## src/rtl/core/mtc_pkg.sv

```systemverilog
// Shared types and codes for the match timer/counter.
package mtc_pkg;

   // transaction function codes
   localparam logic [1:0] FUNC_TICK  = 2'd0;
   localparam logic [1:0] FUNC_WRITE = 2'd1;
   localparam logic [1:0] FUNC_READ  = 2'd2;

   // word register indexes
   localparam logic [4:0] REG_FLAGS     = 5'd0;
   localparam logic [4:0] REG_RUN       = 5'd1;
   localparam logic [4:0] REG_COUNT     = 5'd2;
   localparam logic [4:0] REG_PRE_LIMIT = 5'd3;
   localparam logic [4:0] REG_PRE_COUNT = 5'd4;
   localparam logic [4:0] REG_ACTIONS   = 5'd5;
   localparam logic [4:0] REG_MATCH0    = 5'd6;
   localparam logic [4:0] REG_MATCH3    = 5'd9;
   localparam logic [4:0] REG_EXT_MATCH = 5'd15;
   localparam logic [4:0] REG_MODE      = 5'd28;

   // run control bits
   localparam int RUN_ENABLE = 0;
   localparam int RUN_HOLD   = 1;

   // match action bits
   localparam int ACT_IRQ     = 0;
   localparam int ACT_RESTART = 1;
   localparam int ACT_STOP    = 2;

   // external match pin actions
   localparam logic [1:0] EXT_NONE   = 2'd0;
   localparam logic [1:0] EXT_LOW    = 2'd1;
   localparam logic [1:0] EXT_HIGH   = 2'd2;
   localparam logic [1:0] EXT_TOGGLE = 2'd3;

   // count modes
   localparam logic [1:0] MODE_TIMER   = 2'd0;
   localparam logic [1:0] MODE_RISING  = 2'd1;
   localparam logic [1:0] MODE_FALLING = 2'd2;
   localparam logic [1:0] MODE_BOTH    = 2'd3;

   typedef struct packed {
      logic [1:0]  func;
      logic [4:0]  reg_index;
      logic [31:0] write_data;
      logic [3:0]  capture_pins;
   } req_payload_type;

   typedef struct packed {
      logic [31:0] read_data;
      logic        irq;
      logic [3:0]  match_pins;
      logic [31:0] count_now;
   } rsp_payload_type;

endpackage

```

## src/rtl/core/mtc_stream_if.sv

```systemverilog
// Valid/ready stream channel carrying one payload per transaction.
interface mtc_stream_if #(parameter type payload_type = logic);
   logic        valid;
   logic        ready;
   payload_type payload;

   modport source (output valid, output payload, input ready);
   modport sink (input valid, input payload, output ready);
endinterface

```

## src/rtl/core/mtc_timer_core.sv

```systemverilog
// Timer state registers and the single-pass update for one transaction.
module mtc_timer_core #(
   parameter int NUM_MATCH   = 4,
   parameter int COUNT_WIDTH = 32
) (
   input  logic                     clock,
   input  logic                     reset,
   input  logic                     item_valid,
   input  mtc_pkg::req_payload_type item,
   output mtc_pkg::rsp_payload_type result
);

   logic [COUNT_WIDTH-1:0] count_ff, count_in;
   logic [31:0]            pre_count_ff, pre_count_in;
   logic [31:0]            pre_limit_ff, pre_limit_in;
   logic [1:0]             run_ff, run_in;
   logic [3*NUM_MATCH-1:0] actions_ff, actions_in;
   logic [COUNT_WIDTH-1:0] match_ff [NUM_MATCH];
   logic [COUNT_WIDTH-1:0] match_in [NUM_MATCH];
   logic [NUM_MATCH-1:0]   flags_ff, flags_in;
   logic [NUM_MATCH-1:0]   ext_pins_ff, ext_pins_in;
   logic [2*NUM_MATCH-1:0] ext_ctl_ff, ext_ctl_in;
   logic [3:0]             mode_ff, mode_in;
   logic [3:0]             last_pins_ff, last_pins_in;

   logic [COUNT_WIDTH-1:0] next_count;
   logic [2:0]             act;
   logic [1:0]             ctl;
   logic                   pin_now;
   logic                   pin_was;
   logic                   count_event;
   logic [31:0]            read_data;

   always_comb begin
      count_in     = count_ff;
      pre_count_in = pre_count_ff;
      pre_limit_in = pre_limit_ff;
      run_in       = run_ff;
      actions_in   = actions_ff;
      match_in     = match_ff;
      flags_in     = flags_ff;
      ext_pins_in  = ext_pins_ff;
      ext_ctl_in   = ext_ctl_ff;
      mode_in      = mode_ff;
      last_pins_in = last_pins_ff;
      next_count   = count_ff + 1'b1;
      act          = '0;
      ctl          = mtc_pkg::EXT_NONE;
      pin_now      = item.capture_pins[mode_ff[3:2]];
      pin_was      = last_pins_ff[mode_ff[3:2]];
      count_event  = 1'b0;

      case (mode_ff[1:0])
         mtc_pkg::MODE_TIMER:   count_event = 1'b1;
         mtc_pkg::MODE_RISING:  count_event = pin_now && !pin_was;
         mtc_pkg::MODE_FALLING: count_event = !pin_now && pin_was;
         default:               count_event = pin_now != pin_was;
      endcase

      case (item.func)
         mtc_pkg::FUNC_TICK: begin
            last_pins_in = item.capture_pins;
            if (run_ff[mtc_pkg::RUN_HOLD]) begin
               count_in     = '0;
               pre_count_in = '0;
            end else if (run_ff[mtc_pkg::RUN_ENABLE] && count_event) begin
               if (pre_count_ff == pre_limit_ff) begin
                  pre_count_in = '0;
                  // matches apply in order; a restart feeds zero to later compares
                  for (int i = 0; i < NUM_MATCH; i++) begin
                     if (next_count == match_ff[i]) begin
                        act = actions_ff[3*i +: 3];
                        ctl = ext_ctl_ff[2*i +: 2];
                        if (act[mtc_pkg::ACT_IRQ]) flags_in[i] = 1'b1;
                        case (ctl)
                           mtc_pkg::EXT_LOW:    ext_pins_in[i] = 1'b0;
                           mtc_pkg::EXT_HIGH:   ext_pins_in[i] = 1'b1;
                           mtc_pkg::EXT_TOGGLE: ext_pins_in[i] = !ext_pins_in[i];
                           default:             ;
                        endcase
                        if (act[mtc_pkg::ACT_STOP]) run_in[mtc_pkg::RUN_ENABLE] = 1'b0;
                        if (act[mtc_pkg::ACT_RESTART]) next_count = '0;
                     end
                  end
                  count_in = next_count;
               end else begin
                  pre_count_in = pre_count_ff + 1'b1;
               end
            end
         end
         mtc_pkg::FUNC_WRITE: begin
            unique case (item.reg_index) inside
               mtc_pkg::REG_FLAGS: flags_in = flags_ff & ~item.write_data[NUM_MATCH-1:0];
               mtc_pkg::REG_RUN: begin
                  run_in = item.write_data[1:0];
                  if (item.write_data[mtc_pkg::RUN_HOLD]) begin
                     count_in     = '0;
                     pre_count_in = '0;
                  end
               end
               mtc_pkg::REG_COUNT:     count_in = item.write_data[COUNT_WIDTH-1:0];
               mtc_pkg::REG_PRE_LIMIT: pre_limit_in = item.write_data;
               mtc_pkg::REG_PRE_COUNT: pre_count_in = item.write_data;
               mtc_pkg::REG_ACTIONS:   actions_in = item.write_data[3*NUM_MATCH-1:0];
               [mtc_pkg::REG_MATCH0:mtc_pkg::REG_MATCH3]: begin
                  for (int i = 0; i < NUM_MATCH; i++) begin
                     if (item.reg_index == 5'(mtc_pkg::REG_MATCH0 + i)) begin
                        match_in[i] = item.write_data[COUNT_WIDTH-1:0];
                     end
                  end
               end
               mtc_pkg::REG_EXT_MATCH: begin
                  ext_pins_in = item.write_data[NUM_MATCH-1:0];
                  ext_ctl_in  = item.write_data[4 +: 2*NUM_MATCH];
               end
               mtc_pkg::REG_MODE: mode_in = item.write_data[3:0];
               default: ;
            endcase
         end
         default: ;
      endcase
   end

   // register read mux; reads leave the state alone
   always_comb begin
      read_data = '0;
      if (item.func == mtc_pkg::FUNC_READ) begin
         unique case (item.reg_index) inside
            mtc_pkg::REG_FLAGS:     read_data = 32'(flags_ff);
            mtc_pkg::REG_RUN:       read_data = 32'(run_ff);
            mtc_pkg::REG_COUNT:     read_data = 32'(count_ff);
            mtc_pkg::REG_PRE_LIMIT: read_data = pre_limit_ff;
            mtc_pkg::REG_PRE_COUNT: read_data = pre_count_ff;
            mtc_pkg::REG_ACTIONS:   read_data = 32'(actions_ff);
            [mtc_pkg::REG_MATCH0:mtc_pkg::REG_MATCH3]: begin
               for (int i = 0; i < NUM_MATCH; i++) begin
                  if (item.reg_index == 5'(mtc_pkg::REG_MATCH0 + i)) begin
                     read_data = 32'(match_ff[i]);
                  end
               end
            end
            mtc_pkg::REG_EXT_MATCH: read_data = 32'({ext_ctl_ff, 4'(ext_pins_ff)});
            mtc_pkg::REG_MODE:      read_data = 32'(mode_ff);
            default:                read_data = '0;
         endcase
      end
   end

   assign result.read_data  = read_data;
   assign result.irq        = |flags_in;
   assign result.match_pins = 4'(ext_pins_in);
   assign result.count_now  = 32'(count_in);

   always_ff @(posedge clock) begin
      if (reset) begin
         count_ff     <= '0;
         pre_count_ff <= '0;
         pre_limit_ff <= '0;
         run_ff       <= '0;
         actions_ff   <= '0;
         flags_ff     <= '0;
         ext_pins_ff  <= '0;
         ext_ctl_ff   <= '0;
         mode_ff      <= '0;
         last_pins_ff <= '0;
         for (int i = 0; i < NUM_MATCH; i++) match_ff[i] <= '0;
      end else if (item_valid) begin
         count_ff     <= count_in;
         pre_count_ff <= pre_count_in;
         pre_limit_ff <= pre_limit_in;
         run_ff       <= run_in;
         actions_ff   <= actions_in;
         flags_ff     <= flags_in;
         ext_pins_ff  <= ext_pins_in;
         ext_ctl_ff   <= ext_ctl_in;
         mode_ff      <= mode_in;
         last_pins_ff <= last_pins_in;
         match_ff     <= match_in;
      end
   end

endmodule

```

## src/rtl/core/match_timer_counter_unit.sv

```systemverilog
// Match timer/counter: input register, timer core and result register.
// A request transaction passes through the input register and then the result register before its response is valid.
// Throughput: one transaction per cycle while the response is not stalled; the core updates all state in one pass.
// A stalled response holds the result register and then the input register.
// Reset (synchronous, active high) zeroes every timer register and empties both stages.
module match_timer_counter_unit #(
   parameter int NUM_MATCH   = 4,
   parameter int COUNT_WIDTH = 32
) (
   input  logic          clock,
   input  logic          reset,
   mtc_stream_if.sink    req_chan,
   mtc_stream_if.source  rsp_chan
);

   logic                     in_valid_ff, in_valid_in;
   mtc_pkg::req_payload_type in_item_ff;
   logic                     out_valid_ff, out_valid_in;
   mtc_pkg::rsp_payload_type out_item_ff;
   mtc_pkg::rsp_payload_type core_result;
   logic                     advance;
   logic                     process;
   logic                     accept;

   assign advance = !out_valid_ff || rsp_chan.ready;
   assign process = in_valid_ff && advance;
   assign accept  = req_chan.valid && req_chan.ready;

   assign req_chan.ready   = !in_valid_ff || advance;
   assign rsp_chan.valid   = out_valid_ff;
   assign rsp_chan.payload = out_item_ff;

   assign in_valid_in  = accept ? 1'b1 : (in_valid_ff && !process);
   assign out_valid_in = advance ? in_valid_ff : out_valid_ff;

   mtc_timer_core #(
      .NUM_MATCH   (NUM_MATCH),
      .COUNT_WIDTH (COUNT_WIDTH)
   ) u_core (
      .clock      (clock),
      .reset      (reset),
      .item_valid (process),
      .item       (in_item_ff),
      .result     (core_result)
   );

   always_ff @(posedge clock) begin
      if (reset) begin
         in_valid_ff  <= 1'b0;
         out_valid_ff <= 1'b0;
      end else begin
         in_valid_ff  <= in_valid_in;
         out_valid_ff <= out_valid_in;
      end
   end

   always_ff @(posedge clock) begin
      if (accept) in_item_ff <= req_chan.payload;
      if (process) out_item_ff <= core_result;
   end

`ifndef SYNTHESIS
   // a processed transaction always lands in the result register
   assert property (@(posedge clock) disable iff (reset) process |=> out_valid_ff)
      else $error("processed transaction did not reach the result register");

   // a stalled input stage keeps its transaction
   assert property (@(posedge clock) disable iff (reset)
      (in_valid_ff && !advance) |=> (in_valid_ff && $stable(in_item_ff)))
      else $error("stalled input transaction was lost or changed");

   // a waiting result is neither dropped nor overwritten
   assert property (@(posedge clock) disable iff (reset)
      (out_valid_ff && !rsp_chan.ready) |=> (out_valid_ff && $stable(out_item_ff)))
      else $error("stalled response was lost or changed");

   // reported count stays inside the counter width
   assert property (@(posedge clock) disable iff (reset)
      out_valid_ff |-> ((64'(out_item_ff.count_now) >> COUNT_WIDTH) == 64'd0))
      else $error("count exceeds counter width");
`endif

endmodule
```

## src/flat_wrapper.sv

```systemverilog
// flat-port wrapper written by rule: the top's interface ports become plain ports
module match_timer_counter_unit_flat 
#(
   parameter int NUM_MATCH   = 4,
   parameter int COUNT_WIDTH = 32
)
  (clock, reset, req_chan_valid, req_chan_payload, req_chan_ready, rsp_chan_valid, rsp_chan_payload, rsp_chan_ready);
  mtc_stream_if req_chan_i ();
  mtc_stream_if rsp_chan_i ();
  input  logic clock;
  input  logic reset;
  input wire logic [$bits(req_chan_i.valid)-1:0] req_chan_valid;
  input wire logic [$bits(req_chan_i.payload)-1:0] req_chan_payload;
  output wire logic [$bits(req_chan_i.ready)-1:0] req_chan_ready;
  output wire logic [$bits(rsp_chan_i.valid)-1:0] rsp_chan_valid;
  output wire logic [$bits(rsp_chan_i.payload)-1:0] rsp_chan_payload;
  input wire logic [$bits(rsp_chan_i.ready)-1:0] rsp_chan_ready;
  assign req_chan_i.valid = req_chan_valid;
  assign req_chan_i.payload = req_chan_payload;
  assign req_chan_ready = req_chan_i.ready;
  assign rsp_chan_valid = rsp_chan_i.valid;
  assign rsp_chan_payload = rsp_chan_i.payload;
  assign rsp_chan_i.ready = rsp_chan_ready;
  match_timer_counter_unit #(.NUM_MATCH(NUM_MATCH), .COUNT_WIDTH(COUNT_WIDTH)) u_core (.clock(clock), .reset(reset), .req_chan(req_chan_i), .rsp_chan(rsp_chan_i));
endmodule
```

## config.mk

```make
export PLATFORM = sky130hd
export DESIGN_NAME = match_timer_counter_unit_flat
export DESIGN_NICKNAME = d
export VERILOG_FILES = /design/src/rtl/core/mtc_pkg.sv /design/src/rtl/core/mtc_stream_if.sv /design/src/rtl/core/mtc_timer_core.sv /design/src/rtl/core/match_timer_counter_unit.sv /design/src/flat_wrapper.sv
export SDC_FILE = /design/constraint.sdc
export NUM_CORES = 1
export LEC_CHECK = 0
export BUFFER_PORTS_ARGS = -buffer_cell sky130_fd_sc_hd__clkbuf_2
export CORE_ASPECT_RATIO = 1.25
export CORE_MARGIN = 2
export CORE_UTILIZATION = 60
export CTS_CLUSTER_SIZE = 25
export DETAILED_ROUTE_END_ITERATION = 16
export GPL_TIMING_DRIVEN = 0
export PLACE_DENSITY = 0.74
export SYNTH_ARGS = -nofsm -noshare
export SYNTH_HDL_FRONTEND = slang
export SYNTH_SLANG_ARGS = --single-unit
```

## constraint.sdc

```tcl
create_clock -name clock -period 2.3 [get_ports clock]
set_input_delay 0.23 -clock clock [delete_from_list [all_inputs] [get_ports clock]]
set_output_delay 0.23 -clock clock [all_outputs]
set_load 0.02 [all_outputs]
```

==> results.toml <==
[status]
outcome = "finished, final reports clean"

[sta]
fin_crit_ps = 2120
setup_viol = 0
finClkSkew_ps = 6.39
hold_violations = 0
slew-limit-headroom_pct = 42.9
period_share_pct = 92.4
drv_slew = 0
tightest_slew_ps = 849
max_freq_mhz = 471
fin_tns_setup_ps = 0
rsz0062_at_grt = "false"

[critical_path]
slowest_delay_ps = 500
path_class = "reg2reg"
worstPathRequired_ps = 2470
cp-start-kind = "register"
cp.arrival_ps = 2290
path_buf_inv = 2
crit_path_cell_trace = "inv_1 -> ha_1 -> nor4b_1 -> nand4_1 -> o31ai_4 -> buf_2 -> a21oi_1"
r2r-end = "u_core.u_core.pre_count_ff[26]$_SDFFE_PP0P_"
critPathSlowestCell = "o31ai_4"
endpoint = "u_core.u_core.pre_count_ff[26]$_SDFFE_PP0P_"
r2r.worst_path.cells = 7
crit_path_start = "u_core.u_core.pre_count_ff[0]$_SDFFE_PP0P_"
critPathMaxFanout = 10
cp_num_cells = 7
crit_family = "compound AO/OA/AOI/OAI gates"
r2r_slack_ps = 180
r2r_start = "u_core.u_core.pre_count_ff[0]$_SDFFE_PP0P_"
worstSetupEndpointType = "register"

[detailed_routing]
num_vias = 1882
first_iter_violations = 86
antenna_left = 0
via_per_inst = 6.72
drc = 0
wl_per_cell_um = 16.8
routed_wl_mm = 4.70
firstDrtPassIters = 4

[clock_tree]
hold_buffers = 0
cts_setup_buffers = 0
clockBufferDepth = 2
clock_latency_ps = 290
cts_num_sinks = 37
cts_tree = "yes"
h-tree-depth = 2
cts.clk_slew.worst_paths_ps = 70
numCtsBuffers = 5
clock-root-buffer = "clkbuf_8"

[placed_design]
dp.cells = 272
dp_hpwl_mm = 3.33
placed_area_mm2 = 0.00200
gp_congestion = 0.842
io_buffers = 6

[power_and_ir_drop]
leakage_nw = 0.626
power.density_mw_per_mm2 = 544
ir_worst_vdd_v = 0.000428

[logic_synthesis]
postSynthRegisterBits = 37
synthArstFlopShare_pct = 0
synth.distinct_cells = 34
synth_top_area_share_pct = 37.4
avgSynthCellArea_um2 = 8.41
synth_edf_count = 1
yosysSeqAreaShare_pct = 39.0
synth_cells = 229
synth_top_area_cell = "dfxtp_1"
synth_ff_type = "dfxtp_1"
synthTopCellsByArea = "dfxtp_1 (37%), or4_1 (7.4%), a21oi_1 (6.2%)"
syn_nets = 236
syn-cell-area_mm2 = 0.00193
yosys_warnings = 0

[floorplan]
dieArea_mm2 = 0.00368
initial_core_util_pct = 61.4
core_mm2 = 0.00314
pin_count = 8
die_x_um = 54.7
die_h_um = 67.4
rows = 23

[global_route]
grt_pass1_vias = 1758
gr-total-overflow = 0
grt_pass1_wl_mm = 7.70
antenna_found_initial = 0
grt_start_max_net_pins = 12
track_usage_pct = 28.6

[cells_and_area]
fin_cells = 280
fin_util_pct = 67.0
final_common_cell = "dfxtp_1"
diodes = 0
stdcell_area_mm2 = 0.00210
final_cell_mix = "dfxtp_1 (36), a21oi_1 (24), or4_1 (19), o31ai_1 (16), nand3_1 (15)"
nets = 249
synthToLayoutAreaGrowth_pct = 9.09
drive_gt1_share_pct = 8.23

[worst_hold_path]
hold_path_startpoint = "req_chan_valid"
hp-class = "in2reg"

[flow_run]
cap_viol_max_count = 0
## stage by stage
step           hold WS (ps)  total power, mW  setup WS (ps)
2_1_floorplan           347            0.679            411
3_3_place_gp            437            0.688           66.1
3_5_place_dp            451            0.690           50.2
4_1_cts                 152             1.15           33.7
5_1_grt                 166             1.18           14.1
6_report                153             1.14            176
## Yosys cell counts, drive strengths merged, types with 4 or more instances
| cell | instances |
|---|---|
| dfxtp | 36 |
| a21oi | 24 |
| or4 | 20 |
| o31ai | 17 |
| nand3 | 15 |
| nor2 | 13 |
| nand2 | 12 |
| nor4 | 10 |
| clkbuf | 8 |
| nor3 | 8 |
| nand4 | 7 |
| a31oi | 6 |
| inv | 6 |
| and3 | 5 |
| a2111oi | 4 |
| and2 | 4 |
| and4 | 4 |
| buf | 4 |
| o21ai | 4 |
| or3 | 4 |
| xnor2 | 4 |
## kinds of logic (layout without fill, tap and decap cells)
family                   count (synthesis)  after routing  synth area share, %
adder cells (fa/ha/maj)                  2              2                 1.30
AO/OA/AOI/OAI                           58             58                 19.3
XOR/XNOR                                 6              6                 2.73
AND/OR/NAND/NOR                        108            108                 34.0
flip-flops                              37             37                 39.0
buffers and inverters                   18             32                 3.77
## worst reg2reg max path: cells and delay by family, from the launching register on
kind / cells / cell delay [ps]
and+or+nand+nor: 2 / 530
DFF: 1 / 330
AOI/OAI and AO/OA: 2 / 570
buffers and inverters: 2 / 420
adders and majority gates: 1 / 160
## how the worst min path moves through the flow
stage / endpoint / slack (ps) / cells after the start
floorplan: u_core.in_valid_ff$_SDFF_PP0_ / 350 / 2
global placement: u_core.in_valid_ff$_SDFF_PP0_ / 440 / 3
detailed placement: u_core.in_valid_ff$_SDFF_PP0_ / 450 / 3
CTS: u_core.in_valid_ff$_SDFF_PP0_ / 150 / 3
global route: u_core.in_valid_ff$_SDFF_PP0_ / 170 / 3
finish: u_core.in_valid_ff$_SDFF_PP0_ / 150 / 3
## flip-flops by register name (all words and copies together) (netlist names)
signal / flops
u_core.in_valid_ff: 1
u_core.rsp_chan.valid: 1
u_core.rsp_chan.payload: 1
u_core.u_core.pre_count_ff: 32
u_core.u_core.count_ff: 1
u_core.u_core.run_ff: 1
## area by class of cell
type | instances | area [um2]
Fill cell | 260 | 1030
Inverter | 6 | 22.5
Timing Repair Buffer | 6 | 30.0
Tap cell | 37 | 46.3
Buffer | 12 | 50.0
Multi-Input combinational cell | 174 | 1110
Clock buffer | 8 | 90.1
Sequential cell | 37 | 751
## where the power goes
part / switching (mW) / internal, mW
Clock: 0.224 / 0.244
Combinational: 0.0193 / 0.00867
Sequential: 0.00211 / 0.645
## timing repair
action	CTS	global route
hold endpoints to repair	0	0
setup endpoints to repair	0	20
gates resized for setup	0	1
## per-layer routing
layer | vias to the layer above | track usage (%) | wire, um
met5 | - | 0 | 0
met4 | 0 | 11.6 | 87
met3 | 10 | 6.42 | 232
met2 | 54 | 48.1 | 2410
met1 | 888 | 34.2 | 1970
li1 | 930 | - | -
No activity file was read; power rests on OpenSTA's default activity.
